`src/sv/scq_pkg.sv`:
```
`default_nettype none

package scq_pkg;

    localparam int QUEUE_DEPTH = 32;
    localparam int PTR_W       = (QUEUE_DEPTH > 1) ? $clog2(QUEUE_DEPTH) : 1;
    localparam int CODE_W      = 8;
    localparam int CHAR_W      = 7;
    localparam int TABLE_SIZE  = 89;

    localparam logic [CODE_W-1:0] SC_LSHIFT_MAKE  = 8'h2a;
    localparam logic [CODE_W-1:0] SC_RSHIFT_MAKE  = 8'h36;
    localparam logic [CODE_W-1:0] SC_LSHIFT_BREAK = 8'haa;
    localparam logic [CODE_W-1:0] SC_RSHIFT_BREAK = 8'hb6;
    localparam logic [CODE_W-1:0] SC_BACKSPACE    = 8'h0e;

    localparam logic [CHAR_W-1:0] ASCII_BS = 7'h08;

    localparam logic OP_SCAN = 1'b0;
    localparam logic OP_READ = 1'b1;

    typedef logic [PTR_W-1:0]  ptr_t;
    typedef logic [CHAR_W-1:0] char_t;

    // Set-1 make code to ASCII; unmapped keys and codes past the table give zero.
    function automatic char_t scq_lookup(input logic [CODE_W-2:0] code, input logic shift);
        char_t plain;
        char_t shifted;
        plain   = '0;
        shifted = '0;
        unique case (code)
            7'd2:    begin plain = 7'h31; shifted = 7'h21; end
            7'd3:    begin plain = 7'h32; shifted = 7'h40; end
            7'd4:    begin plain = 7'h33; shifted = 7'h23; end
            7'd5:    begin plain = 7'h34; shifted = 7'h24; end
            7'd6:    begin plain = 7'h35; shifted = 7'h25; end
            7'd7:    begin plain = 7'h36; shifted = 7'h5e; end
            7'd8:    begin plain = 7'h37; shifted = 7'h26; end
            7'd9:    begin plain = 7'h38; shifted = 7'h2a; end
            7'd10:   begin plain = 7'h39; shifted = 7'h28; end
            7'd11:   begin plain = 7'h30; shifted = 7'h29; end
            7'd12:   begin plain = 7'h2d; shifted = 7'h5f; end
            7'd13:   begin plain = 7'h3d; shifted = 7'h2b; end
            7'd16:   begin plain = 7'h71; shifted = 7'h51; end
            7'd17:   begin plain = 7'h77; shifted = 7'h57; end
            7'd18:   begin plain = 7'h65; shifted = 7'h45; end
            7'd19:   begin plain = 7'h72; shifted = 7'h52; end
            7'd20:   begin plain = 7'h74; shifted = 7'h54; end
            7'd21:   begin plain = 7'h79; shifted = 7'h59; end
            7'd22:   begin plain = 7'h75; shifted = 7'h55; end
            7'd23:   begin plain = 7'h69; shifted = 7'h49; end
            7'd24:   begin plain = 7'h6f; shifted = 7'h4f; end
            7'd25:   begin plain = 7'h70; shifted = 7'h50; end
            7'd26:   begin plain = 7'h5b; shifted = 7'h7b; end
            7'd27:   begin plain = 7'h5d; shifted = 7'h7d; end
            7'd28:   begin plain = 7'h0a; shifted = 7'h0a; end
            7'd30:   begin plain = 7'h61; shifted = 7'h41; end
            7'd31:   begin plain = 7'h73; shifted = 7'h53; end
            7'd32:   begin plain = 7'h64; shifted = 7'h44; end
            7'd33:   begin plain = 7'h66; shifted = 7'h46; end
            7'd34:   begin plain = 7'h67; shifted = 7'h47; end
            7'd35:   begin plain = 7'h68; shifted = 7'h48; end
            7'd36:   begin plain = 7'h6a; shifted = 7'h4a; end
            7'd37:   begin plain = 7'h6b; shifted = 7'h4b; end
            7'd38:   begin plain = 7'h6c; shifted = 7'h4c; end
            7'd39:   begin plain = 7'h3b; shifted = 7'h3a; end
            7'd40:   begin plain = 7'h27; shifted = 7'h22; end
            7'd41:   begin plain = 7'h60; shifted = 7'h7e; end
            7'd43:   begin plain = 7'h5c; shifted = 7'h7c; end
            7'd44:   begin plain = 7'h7a; shifted = 7'h5a; end
            7'd45:   begin plain = 7'h78; shifted = 7'h58; end
            7'd46:   begin plain = 7'h63; shifted = 7'h43; end
            7'd47:   begin plain = 7'h76; shifted = 7'h56; end
            7'd48:   begin plain = 7'h62; shifted = 7'h42; end
            7'd49:   begin plain = 7'h6e; shifted = 7'h4e; end
            7'd50:   begin plain = 7'h6d; shifted = 7'h4d; end
            7'd51:   begin plain = 7'h2c; shifted = 7'h3c; end
            7'd52:   begin plain = 7'h2e; shifted = 7'h3e; end
            7'd53:   begin plain = 7'h2f; shifted = 7'h3f; end
            7'd55:   begin plain = 7'h2a; shifted = 7'h2a; end
            7'd57:   begin plain = 7'h20; shifted = 7'h20; end
            default: begin plain = '0;    shifted = '0;    end
        endcase
        return shift ? shifted : plain;
    endfunction

    // Ring pointer advance that also wraps for depths that are not a power of two.
    function automatic ptr_t scq_ptr_inc(input ptr_t ptr);
        ptr_t nxt;
        if (ptr == PTR_W'(QUEUE_DEPTH - 1))
            nxt = '0;
        else
            nxt = ptr + PTR_W'(1);
        return nxt;
    endfunction

endpackage

`default_nettype wire

```
`src/sv/scq_cmd_if.sv`:
```
`default_nettype none

interface scq_cmd_if;
    logic                          valid;
    logic                          ready;
    logic                          operation;
    logic                          data_ready;
    logic [scq_pkg::CODE_W-1:0]    scancode;

    modport source (output valid, output operation, output data_ready, output scancode,
                    input ready);
    modport sink   (input valid, input operation, input data_ready, input scancode,
                    output ready);
endinterface

`default_nettype wire

```
`src/sv/scq_rsp_if.sv`:
```
`default_nettype none

interface scq_rsp_if;
    logic                          valid;
    logic                          ready;
    logic                          got_char;
    logic [scq_pkg::CHAR_W-1:0]    char_code;

    modport source (output valid, output got_char, output char_code, input ready);
    modport sink   (input valid, input got_char, input char_code, output ready);
endinterface

`default_nettype wire

```
`src/sv/scancode_to_ascii_queue_unit.sv`:
```
// Keyboard scancode (set 1) to ASCII character queue.
//
// cmd channel: one transaction per event. operation = OP_SCAN delivers a
// scancode byte (ignored unless data_ready is set); operation = OP_READ pops
// one character. Scan events produce no response; every read produces one
// response on the rsp channel: got_char = 1 with the character, or got_char
// = 0 and char_code = 0 when the queue is empty.
//
// Latency: a read response is valid the cycle after the read is accepted.
// Throughput: one cmd transaction per cycle when cmd.ready is high; the
// shift flag, the queue RAM and both pointers are updated in the accept
// cycle, so the next event sees them immediately. The queue holds
// QUEUE_DEPTH-1 characters; a character arriving at a full queue is lost.
//
// Reset: queue empty, shift released, no response pending. Queue RAM
// contents are not cleared and are never read before being written.
// Stall: while a response waits and rsp.ready is low, cmd.ready is low.

`default_nettype none

module scancode_to_ascii_queue_unit (
    input  wire          clk,
    input  wire          rst_n,
    scq_cmd_if.sink      cmd,
    scq_rsp_if.source    rsp
);
    import scq_pkg::*;

    char_t queue_mem [QUEUE_DEPTH];

    ptr_t  wr_ptr_reg, wr_ptr_next;
    ptr_t  rd_ptr_reg, rd_ptr_next;
    logic  shift_reg, shift_next;
    logic  rsp_valid_reg, rsp_valid_next;
    logic  got_char_reg;
    char_t char_code_reg;

    logic  cmd_fire;
    logic  scan_evt;
    logic  read_evt;
    logic  q_empty;
    logic  q_full;
    logic  push_req;
    logic  push_en;
    logic  pop_en;
    char_t push_char;

    assign cmd.ready = !rsp_valid_reg || rsp.ready;
    assign cmd_fire  = cmd.valid && cmd.ready;
    assign scan_evt  = cmd_fire && (cmd.operation == OP_SCAN) && cmd.data_ready;
    assign read_evt  = cmd_fire && (cmd.operation == OP_READ);

    assign q_empty = (wr_ptr_reg == rd_ptr_reg);
    assign q_full  = (scq_ptr_inc(wr_ptr_reg) == rd_ptr_reg);

    always_comb
    begin
        shift_next = shift_reg;
        push_req   = 1'b0;
        push_char  = '0;
        if (scan_evt)
        begin
            priority if (cmd.scancode == SC_LSHIFT_MAKE || cmd.scancode == SC_RSHIFT_MAKE)
            begin
                shift_next = 1'b1;
            end
            else if (cmd.scancode == SC_LSHIFT_BREAK || cmd.scancode == SC_RSHIFT_BREAK)
            begin
                shift_next = 1'b0;
            end
            else if (cmd.scancode == SC_BACKSPACE)
            begin
                push_req  = 1'b1;
                push_char = ASCII_BS;
            end
            else if (!cmd.scancode[CODE_W-1] && (cmd.scancode < CODE_W'(TABLE_SIZE)))
            begin
                push_char = scq_lookup(cmd.scancode[CODE_W-2:0], shift_reg);
                push_req  = (push_char != '0);
            end
            else
            begin
                // drop other releases and codes past the table
                push_req = 1'b0;
            end
        end
    end

    assign push_en = push_req && !q_full;
    assign pop_en  = read_evt && !q_empty;

    assign wr_ptr_next    = push_en ? scq_ptr_inc(wr_ptr_reg) : wr_ptr_reg;
    assign rd_ptr_next    = pop_en  ? scq_ptr_inc(rd_ptr_reg) : rd_ptr_reg;
    assign rsp_valid_next = read_evt ? 1'b1 : (rsp_valid_reg && !rsp.ready);

    always_ff @(posedge clk or negedge rst_n)
    begin
        if (!rst_n)
        begin
            wr_ptr_reg    <= '0;
            rd_ptr_reg    <= '0;
            shift_reg     <= 1'b0;
            rsp_valid_reg <= 1'b0;
        end
        else
        begin
            wr_ptr_reg    <= wr_ptr_next;
            rd_ptr_reg    <= rd_ptr_next;
            shift_reg     <= shift_next;
            rsp_valid_reg <= rsp_valid_next;
        end
    end

    always_ff @(posedge clk)
    begin
        if (push_en)
            queue_mem[wr_ptr_reg] <= push_char;
    end

    // Registered RAM read lands straight in the response register.
    always_ff @(posedge clk)
    begin
        if (read_evt)
        begin
            got_char_reg  <= !q_empty;
            char_code_reg <= q_empty ? '0 : queue_mem[rd_ptr_reg];
        end
    end

    assign rsp.valid     = rsp_valid_reg;
    assign rsp.got_char  = got_char_reg;
    assign rsp.char_code = char_code_reg;

    a_empty_read_zero: assert property (@(posedge clk) disable iff (!rst_n)
        (read_evt && q_empty) |=> (rsp_valid_reg && !got_char_reg && char_code_reg == '0))
        else $error("empty read did not return a null response");

    a_scan_keeps_rd_ptr: assert property (@(posedge clk) disable iff (!rst_n)
        (cmd_fire && cmd.operation == OP_SCAN) |=> $stable(rd_ptr_reg))
        else $error("scan event moved the read pointer");

    a_read_keeps_wr_ptr: assert property (@(posedge clk) disable iff (!rst_n)
        read_evt |=> ($stable(wr_ptr_reg) && $stable(shift_reg)))
        else $error("read changed the write pointer or shift flag");

    a_ptr_in_range: assert property (@(posedge clk) disable iff (!rst_n)
        (wr_ptr_reg <= PTR_W'(QUEUE_DEPTH - 1)) && (rd_ptr_reg <= PTR_W'(QUEUE_DEPTH - 1)))
        else $error("queue pointer out of range");

    a_full_no_push: assert property (@(posedge clk) disable iff (!rst_n)
        (push_req && q_full) |=> $stable(wr_ptr_reg))
        else $error("push into a full queue advanced the write pointer");

endmodule

`default_nettype wire
```
`src/flat_wrapper.sv`:
```
// flat-port wrapper written by rule: the top's interface ports become plain ports
module scancode_to_ascii_queue_unit_flat import scq_pkg::*;
  (clk, rst_n, cmd_valid, cmd_operation, cmd_data_ready, cmd_scancode, cmd_ready, rsp_valid, rsp_got_char, rsp_char_code, rsp_ready);
  scq_cmd_if cmd_i ();
  scq_rsp_if rsp_i ();
  input  wire clk;
  input  wire rst_n;
  input wire logic [$bits(cmd_i.valid)-1:0] cmd_valid;
  input wire logic [$bits(cmd_i.operation)-1:0] cmd_operation;
  input wire logic [$bits(cmd_i.data_ready)-1:0] cmd_data_ready;
  input wire logic [$bits(cmd_i.scancode)-1:0] cmd_scancode;
  output wire logic [$bits(cmd_i.ready)-1:0] cmd_ready;
  output wire logic [$bits(rsp_i.valid)-1:0] rsp_valid;
  output wire logic [$bits(rsp_i.got_char)-1:0] rsp_got_char;
  output wire logic [$bits(rsp_i.char_code)-1:0] rsp_char_code;
  input wire logic [$bits(rsp_i.ready)-1:0] rsp_ready;
  assign cmd_i.valid = cmd_valid;
  assign cmd_i.operation = cmd_operation;
  assign cmd_i.data_ready = cmd_data_ready;
  assign cmd_i.scancode = cmd_scancode;
  assign cmd_ready = cmd_i.ready;
  assign rsp_valid = rsp_i.valid;
  assign rsp_got_char = rsp_i.got_char;
  assign rsp_char_code = rsp_i.char_code;
  assign rsp_i.ready = rsp_ready;
  scancode_to_ascii_queue_unit u_core (.clk(clk), .rst_n(rst_n), .cmd(cmd_i), .rsp(rsp_i));
endmodule
```
`config.mk`:
```
export PLATFORM = sky130hd
export DESIGN_NAME = scancode_to_ascii_queue_unit_flat
export DESIGN_NICKNAME = d
export VERILOG_FILES = /design/src/sv/scq_pkg.sv /design/src/sv/scq_cmd_if.sv /design/src/sv/scq_rsp_if.sv /design/src/sv/scancode_to_ascii_queue_unit.sv /design/src/flat_wrapper.sv
export SDC_FILE = /design/constraint.sdc
export NUM_CORES = 1
export LEC_CHECK = 0
export ABC_AREA = 1
export ABC_CLOCK_PERIOD_IN_PS = 3900
export BUFFER_PORTS_ARGS = -buffer_cell sky130_fd_sc_hd__buf_4
export CELL_PAD_IN_SITES_DETAIL_PLACEMENT = 1
export CELL_PAD_IN_SITES_GLOBAL_PLACEMENT = 1
export CORE_UTILIZATION = 51
export DETAILED_ROUTE_END_ITERATION = 8
export PLACE_DENSITY = 0.86
export SLEW_MARGIN = 20
export SYNTH_ARGS = -nofsm -noshare
export SYNTH_HDL_FRONTEND = slang
export SYNTH_SLANG_ARGS = --single-unit
```
`constraint.sdc`:
```
create_clock -name clk -period 3.9 [get_ports clk]
set_input_delay 0.585 -clock clk [delete_from_list [all_inputs] [get_ports clk]]
set_output_delay 0.585 -clock clk [all_outputs]
set_load 0.01 [all_outputs]
```
=== Word level (Yosys, flattened, before mapping) ===
Memories as Yosys holds them, arrays and structs flattened. A register that Yosys moved wholly into a read port is not among the register bits.
Index checks and enable logic that the tools add are counted.

* RAM bits: 224
* Output and inout bits: 10
* Memories kept: 2
* Memory bits (read-only): 896
* Register bits: 13

* Bitwise gates (word level): 1
* $add $sub $neg: 2
* Reductions and logical operators: 19
* $lt $le $gt $ge: 1
* Equal/unequal tests: 9
* Multiplexer cells: 24

{| class="wikitable"
|+ Memories
! name !! depth !! width !! rd ports !! clocked after memory_dff !! write ports !! RTL line !! text
|-
| (no name shown) || 64 || 14 || 1 || 0 || 0 || scq_pkg.sv:31 || <nowiki>unique case (code)</nowiki>
|-
| u_core.queue_mem || 32 || 7 || 1 || 1 || 1 || scancode_to_ascii_queue_unit.sv:29 || <nowiki>char_t queue_mem [QUEUE_DEPTH];</nowiki>
|}

{| class="wikitable"
|+ Operators with widths
! kind !! count
|-
| $mux W14 || 6
|-
| $mux W7 || 6
|-
| $eq A8 B6 Y1 const B || 2
|-
| $eq A8 B8 Y1 const B || 2
|-
| $add A5 B1 Y5 const B || 2
|-
| $eq A5 B5 Y1 || 2
|-
| $eq A5 B5 Y1 const B || 2
|-
| $mux W1 || 10
|-
| $mux W5 || 2
|-
| $eq A8 B4 Y1 const B || 1
|-
| $logic_and A1 B1 Y1 || 8
|-
| $lt A8 B7 Y1 const B || 1
|-
| $reduce_bool A7 Y1 || 1
|-
| $logic_not A1 Y1 || 5
|-
| $logic_or A1 B1 Y1 || 3
|-
| $reduce_and A2 Y1 || 1
|-
| $reduce_bool A2 Y1 || 1
|-
| $not A1 Y1 || 1
|}

=== Logic depth before layout (Yosys ltp) ===
* Depth after elaboration: 17
* Depth in mapped cells: 19
* Depth with buffers taken out: 19

=== Worst setup path after synthesis ===
OpenSTA, ideal clock, no wires.

* Path kind: in2reg
* Start: input cmd_scancode[1]
* End: memory u_core.queue_mem[0][3] (netlist bit), data pin
* Arrival: 2895 ps
* Slack: 538 ps
* Data required time: 3433 ps
* Buffers on the path: 0
* Stages: 10
* Setup time: 467 ps
* Path through: inv_1 > ha_1 > inv_1 > nand2_1 > nand3_1 > nand2_1 > nand3_1 > o21bai_1 > nand2_1 > a211oi_1

* Cells in the longest elaborated chain, start to end: 13
* Elaborated cells on any way between the ends: 22
* Classes of those cells: 1 x order compare; 5 x eq/ne; 12 x mux; 3 x reduce/logical; 1 x memory

{| class="wikitable"
|+ RTL lines
! what !! RTL line !! text
|-
| from (decl) || flat_wrapper.sv:11 || <nowiki>input wire logic [$bits(cmd_i.scancode)-1:0] cmd_scancode;</nowiki>
|-
| $mem_v2 Z64 W14 || -- ||
|-
| $mux W14 || scq_pkg.sv:31 ||
|-
| $mux W14 || scancode_to_ascii_queue_unit.sv:76 || <nowiki>else if (!cmd.scancode[CODE_W-1] && (cmd.scancode < CODE_W'(TABLE_SIZE)))</nowiki>
|-
| $mux W14 || scancode_to_ascii_queue_unit.sv:71 || <nowiki>else if (cmd.scancode == SC_BACKSPACE)</nowiki>
|-
| $mux W14 || scancode_to_ascii_queue_unit.sv:67 || <nowiki>else if (cmd.scancode == SC_LSHIFT_BREAK || cmd.scancode == SC_RSHIFT_BREAK)</nowiki>
|-
| $mux W14 || scancode_to_ascii_queue_unit.sv:63 || <nowiki>priority if (cmd.scancode == SC_LSHIFT_MAKE || cmd.scancode == SC_RSHIFT_MAKE)</nowiki>
|-
| $mux W14 || scancode_to_ascii_queue_unit.sv:61 || <nowiki>if (scan_evt)</nowiki>
|-
| $mux W7 || scq_pkg.sv:84 || <nowiki>return shift ? shifted : plain;</nowiki>
|-
| $mux W7 || scancode_to_ascii_queue_unit.sv:76 ||
|-
| $mux W7 || scancode_to_ascii_queue_unit.sv:71 ||
|-
| $mux W7 || scancode_to_ascii_queue_unit.sv:67 ||
|-
| $mux W7 * || scancode_to_ascii_queue_unit.sv:63 ||
|-
| $mux W7 * || scancode_to_ascii_queue_unit.sv:61 ||
|-
| net u_core.push_char[3] || scancode_to_ascii_queue_unit.sv:46 || <nowiki>char_t push_char;</nowiki>
|-
| to (decl) || scancode_to_ascii_queue_unit.sv:29 ||
|}

Mark *: on every way through the listed nets, which the timed path passes. The rest lies on a longest branch. The select of a mux whose other input is x is not followed.

=== Final worst setup path ===
* Start: register u_core.wr_ptr_reg[0]
* End: memory u_core.queue_mem[5][2] (netlist bit), enable pin

* Cells in the longest elaborated chain, start to end: 7
* Elaborated cells on any way between the ends: 8
* Classes of those cells: 1 x add/sub; 2 x eq/ne; 3 x mux; 2 x reduce/logical

{| class="wikitable"
|+ RTL lines
! what !! RTL line !! text
|-
| from (decl) || scancode_to_ascii_queue_unit.sv:31 || <nowiki>ptr_t wr_ptr_reg, wr_ptr_next;</nowiki>
|-
| from (signal assigned) || scancode_to_ascii_queue_unit.sv:107 || <nowiki>wr_ptr_reg <= wr_ptr_next;</nowiki>
|-
| $add A5 B1 Y5 / $eq A5 B5 Y1 (equally long branches) || scq_pkg.sv:93, scq_pkg.sv:90 ||
|-
| $mux W5 || scq_pkg.sv:90 || <nowiki>if (ptr == PTR_W'(QUEUE_DEPTH - 1))</nowiki>
|-
| $eq A5 B5 Y1 || scancode_to_ascii_queue_unit.sv:54 || <nowiki>assign q_full = (scq_ptr_inc(wr_ptr_reg) == rd_ptr_reg);</nowiki>
|-
| $logic_not A1 Y1 || scancode_to_ascii_queue_unit.sv:89 || <nowiki>assign push_en = push_req && !q_full;</nowiki>
|-
| $logic_and A1 B1 Y1 || scancode_to_ascii_queue_unit.sv:89 ||
|-
| $mux W1 || scancode_to_ascii_queue_unit.sv:116 || <nowiki>if (push_en)</nowiki>
|-
| $mux W1 (implied by the code) || scancode_to_ascii_queue_unit.sv:117 || <nowiki>queue_mem[wr_ptr_reg] <= push_char;</nowiki>
|}

Parallel ways exist; a longest one is shown, timed or not.

==> qor.csv <==
metric;value;unit
synthCells;1036;
finalCritPeriodShare;86.6;%
hold_depth;2;
critPathRequiredTime;4.14;ns
seqCellArea;7270;sq um
dieWidth;150;microns
reg2regPathDepth;12;
grt_pass1_vias;8863;
die_area;22600;sq um
core-area;21300;sq um
root_buffer;clkbuf_16;
syn_area;11200;sq um
clk_pin_slew;0.06;ns
synth_top_area_cell;edfxtp_1;
cts_tree;yes;
max_freq;296;MHz
seq_area_frac_synth;64.9;%
arrival;3.62;ns
hpwl;22.1;mm
grtUsageTotal;31.6;%
dp_slack;0.609;ns
ir_worst_vdd;0.479;mV
worst_pin_slew;0.872;ns
syn-num-nets;1069;
async_reset_ff_share;4.92;%
worstReg2RegEnd;u_core.queue_mem[5][2];
ys_ff_latch;244;
ios;24;
antennaDiodeCount;0;
drt-vias-per-instance;6.27;
p_int;5.12;mW
finalSetupViolations;0;
initial_core_util;52.6;%
dr.first_iter.drc_count;727;
max-cap-violations;0;
min_period;3.38;ns
fin_setup_tns;0;ns
min_path_type;in -> reg;
hold_violations;0;
grt_pass1_wl;52.8;mm
cts_max_level;1;
setup_ws;0.521;ns
cts.repair.resized;0;
rsz0062_at_grt;false;
hold_end;u_core.shift_reg;
crit_fanout;10;
ys_warn_count;0;
worstHoldStart;cmd_scancode[7];
grt_overflow_total;0;
clkPwrFrac;30.6;%
cts_max_path_buffers;3;
multi_input_area;3530;sq um
ant_nets;0;
fill_cells;2239;
place_area;11900;sq um
drive_gt1_share;13.3;%
seqPwrFrac;37.7;%
finClkSkew;0.0105;ns
synth_edf_count;232;
worstSetupEndpointType;flip-flop;
synth_area_leaders;edfxtp_1 (62%), nor2_1 (6.6%), o21ai_0 (6.5%);
vias;8651;
drt_pass1_iterations;5;
finalInstanceArea;12800;sq um
antenna_found_initial;0;
insertion_delay;0.54;ns
numCtsBuffers;25;
rows;53;
sw_frac_of_total;36.5;%
die_h;150;microns
pwr_density_cell;631;nW/um^2
syn2layout_area_growth;14.0;%
drcViolationCount;0;
status;completed;
combPwrFrac;31.7;%
power_switching;2.94;mW
slew_headroom;41.8;%
wl_per_cell;24.9;microns
grt_max_degree;71;
avgSynthCellArea;10.8;sq um
finalNetCount;1119;
final_max_slew_viol_count;0;
gp_congestion;0.918;
regToRegStartpoint;u_core.wr_ptr_reg[0];
io_buffers;23;
synthFlopType;edfxtp_1;
rrSetupSlack;0.52;ns
synth_top_area_share;62.2;%
cellLeakagePower;4.68;nW
finalWirelength;34.3;mm
critPathKind;reg -> reg;
startpoint_type;flip-flop;
clock_sinks;244;
largest_reg_flops;224;
synth_cell_types;37;
==> how the worst max path moves through the flow <==
stage                         start                       to  slack, ns
2_1_floorplan       cmd_scancode[1]   u_core.queue_mem[0][3]       0.54
3_3_place_gp        cmd_scancode[0]  u_core.queue_mem[23][1]       0.70
3_5_place_dp        cmd_scancode[0]  u_core.queue_mem[23][1]       0.61
4_1_cts        u_core.wr_ptr_reg[0]   u_core.queue_mem[5][0]       0.62
5_1_grt        u_core.wr_ptr_reg[0]   u_core.queue_mem[5][0]       0.41
6_report       u_core.wr_ptr_reg[0]   u_core.queue_mem[5][2]       0.52
==> worst max-delay path: stages (launching register included) <==
cell and delay, ns:
dfrtp_1 0.48, ha_1 0.30, nand2_1 0.11, nor2_1 0.05, ha_1 0.22, nor3b_1 0.42
nand2_1 0.11, nand3_1 0.12, a211oi_1 0.09, a21oi_4 0.47, nand3_4 0.24, nor2_1 0.24
buf_4 0.22
==> area by class of cell <==
| type | instances | area share (%) |
|---|---|---|
| timing repair buffer | 82 | 4.84 |
| clock buffer | 29 | 5.02 |
| inverter | 45 | 1.33 |
| sequential | 244 | 56.9 |
| tap | 275 | 2.69 |
| multi-input combinational | 688 | 27.6 |
| clock inverter | 17 | 1.56 |
==> cells in the final DEF, fill, tap and decap left out, types with 3 or more instances in the layout <==
cell and instances:
nor2_1 190, xor2_1 3, o21ai_0 146, o211ai_1 7, o221ai_1 29, edfxtp_1 232
clkinv_2 6, buf_4 81, nand3_4 4, nand2_1 133, ha_1 19, inv_2 6
dfrtp_1 11, inv_1 35, a31oi_1 9, nor2_2 8, nand2_2 4, clkbuf_16 25
bufinv_16 4, o21bai_1 5, nand3_1 66, clkbuf_1 4, clkinv_1 8, o22ai_1 32
a21oi_1 16
==> timing repair <==
item                                   CTS  global route
hold buffers                             1             0
setup endpoints to repair                0             0
setup buffers                            0             0
endpoints found under the hold margin   12             0
==> power by group through the flow <==
stage / logic, mW / clock network [mW] / registers, mW
3_3_place_gp: 2.30 / 0 / 3.08
4_1_cts: 2.52 / 2.49 / 3.03
6_report: 2.56 / 2.47 / 3.04
3_5_place_dp: 2.45 / 0 / 3.09
2_1_floorplan: 1.59 / 0 / 3.04
5_1_grt: 2.73 / 2.57 / 3.05
==> logic make-up after synthesis <==
family                     Yosys count  synth area share [%]
and+or+nand+nor                    414                  15.6
buffers and inverters              104                  3.91
DFF                                244                  64.9
adders and majority gates           19                  2.12
xor gates and xnor gates             5                 0.391
muxes                                1                0.0893
AOI/OAI and AO/OA                  249                  13.0
==> through the flow <==
stage / power [mW] / instances / utilization (%) / hold slack (ns)
2_1_floorplan: 4.63 / 1036 / - / 0.289
3_3_place_gp: 5.38 / 1333 / 56.0 / 0.439
3_5_place_dp: 5.54 / 1333 / 56.0 / 0.439
4_1_cts: 8.04 / 1380 / 60.0 / 0.242
5_1_grt: 8.35 / 1380 / 60.0 / 0.251
6_report: 8.06 / 1380 / 60.0 / 0.248
==> layer usage <==
metal / vias to the layer above / track usage, % / wire length, microns
li1: 3823 / - / -
met1: 4329 / 40.9 / 13700
met2: 407 / 54.6 / 17200
met3: 92 / 3.97 / 2260
met4: 0 / 11.7 / 1190
met5: - / 0 / 0
==> synth_stat cells, types with 9 or more instances <==
cell      instances
nand3_1          66
nand2_1         133
edfxtp_1        232
inv_1            35
o22ai_1          32
buf_2            11
o21ai_0         146
a31oi_1           9
clkbuf_1         41
o221ai_1         29
ha_1             19
a21oi_1          16
dfrtp_1          12
nor2_1          196
(Power assumes the default switching activity.)
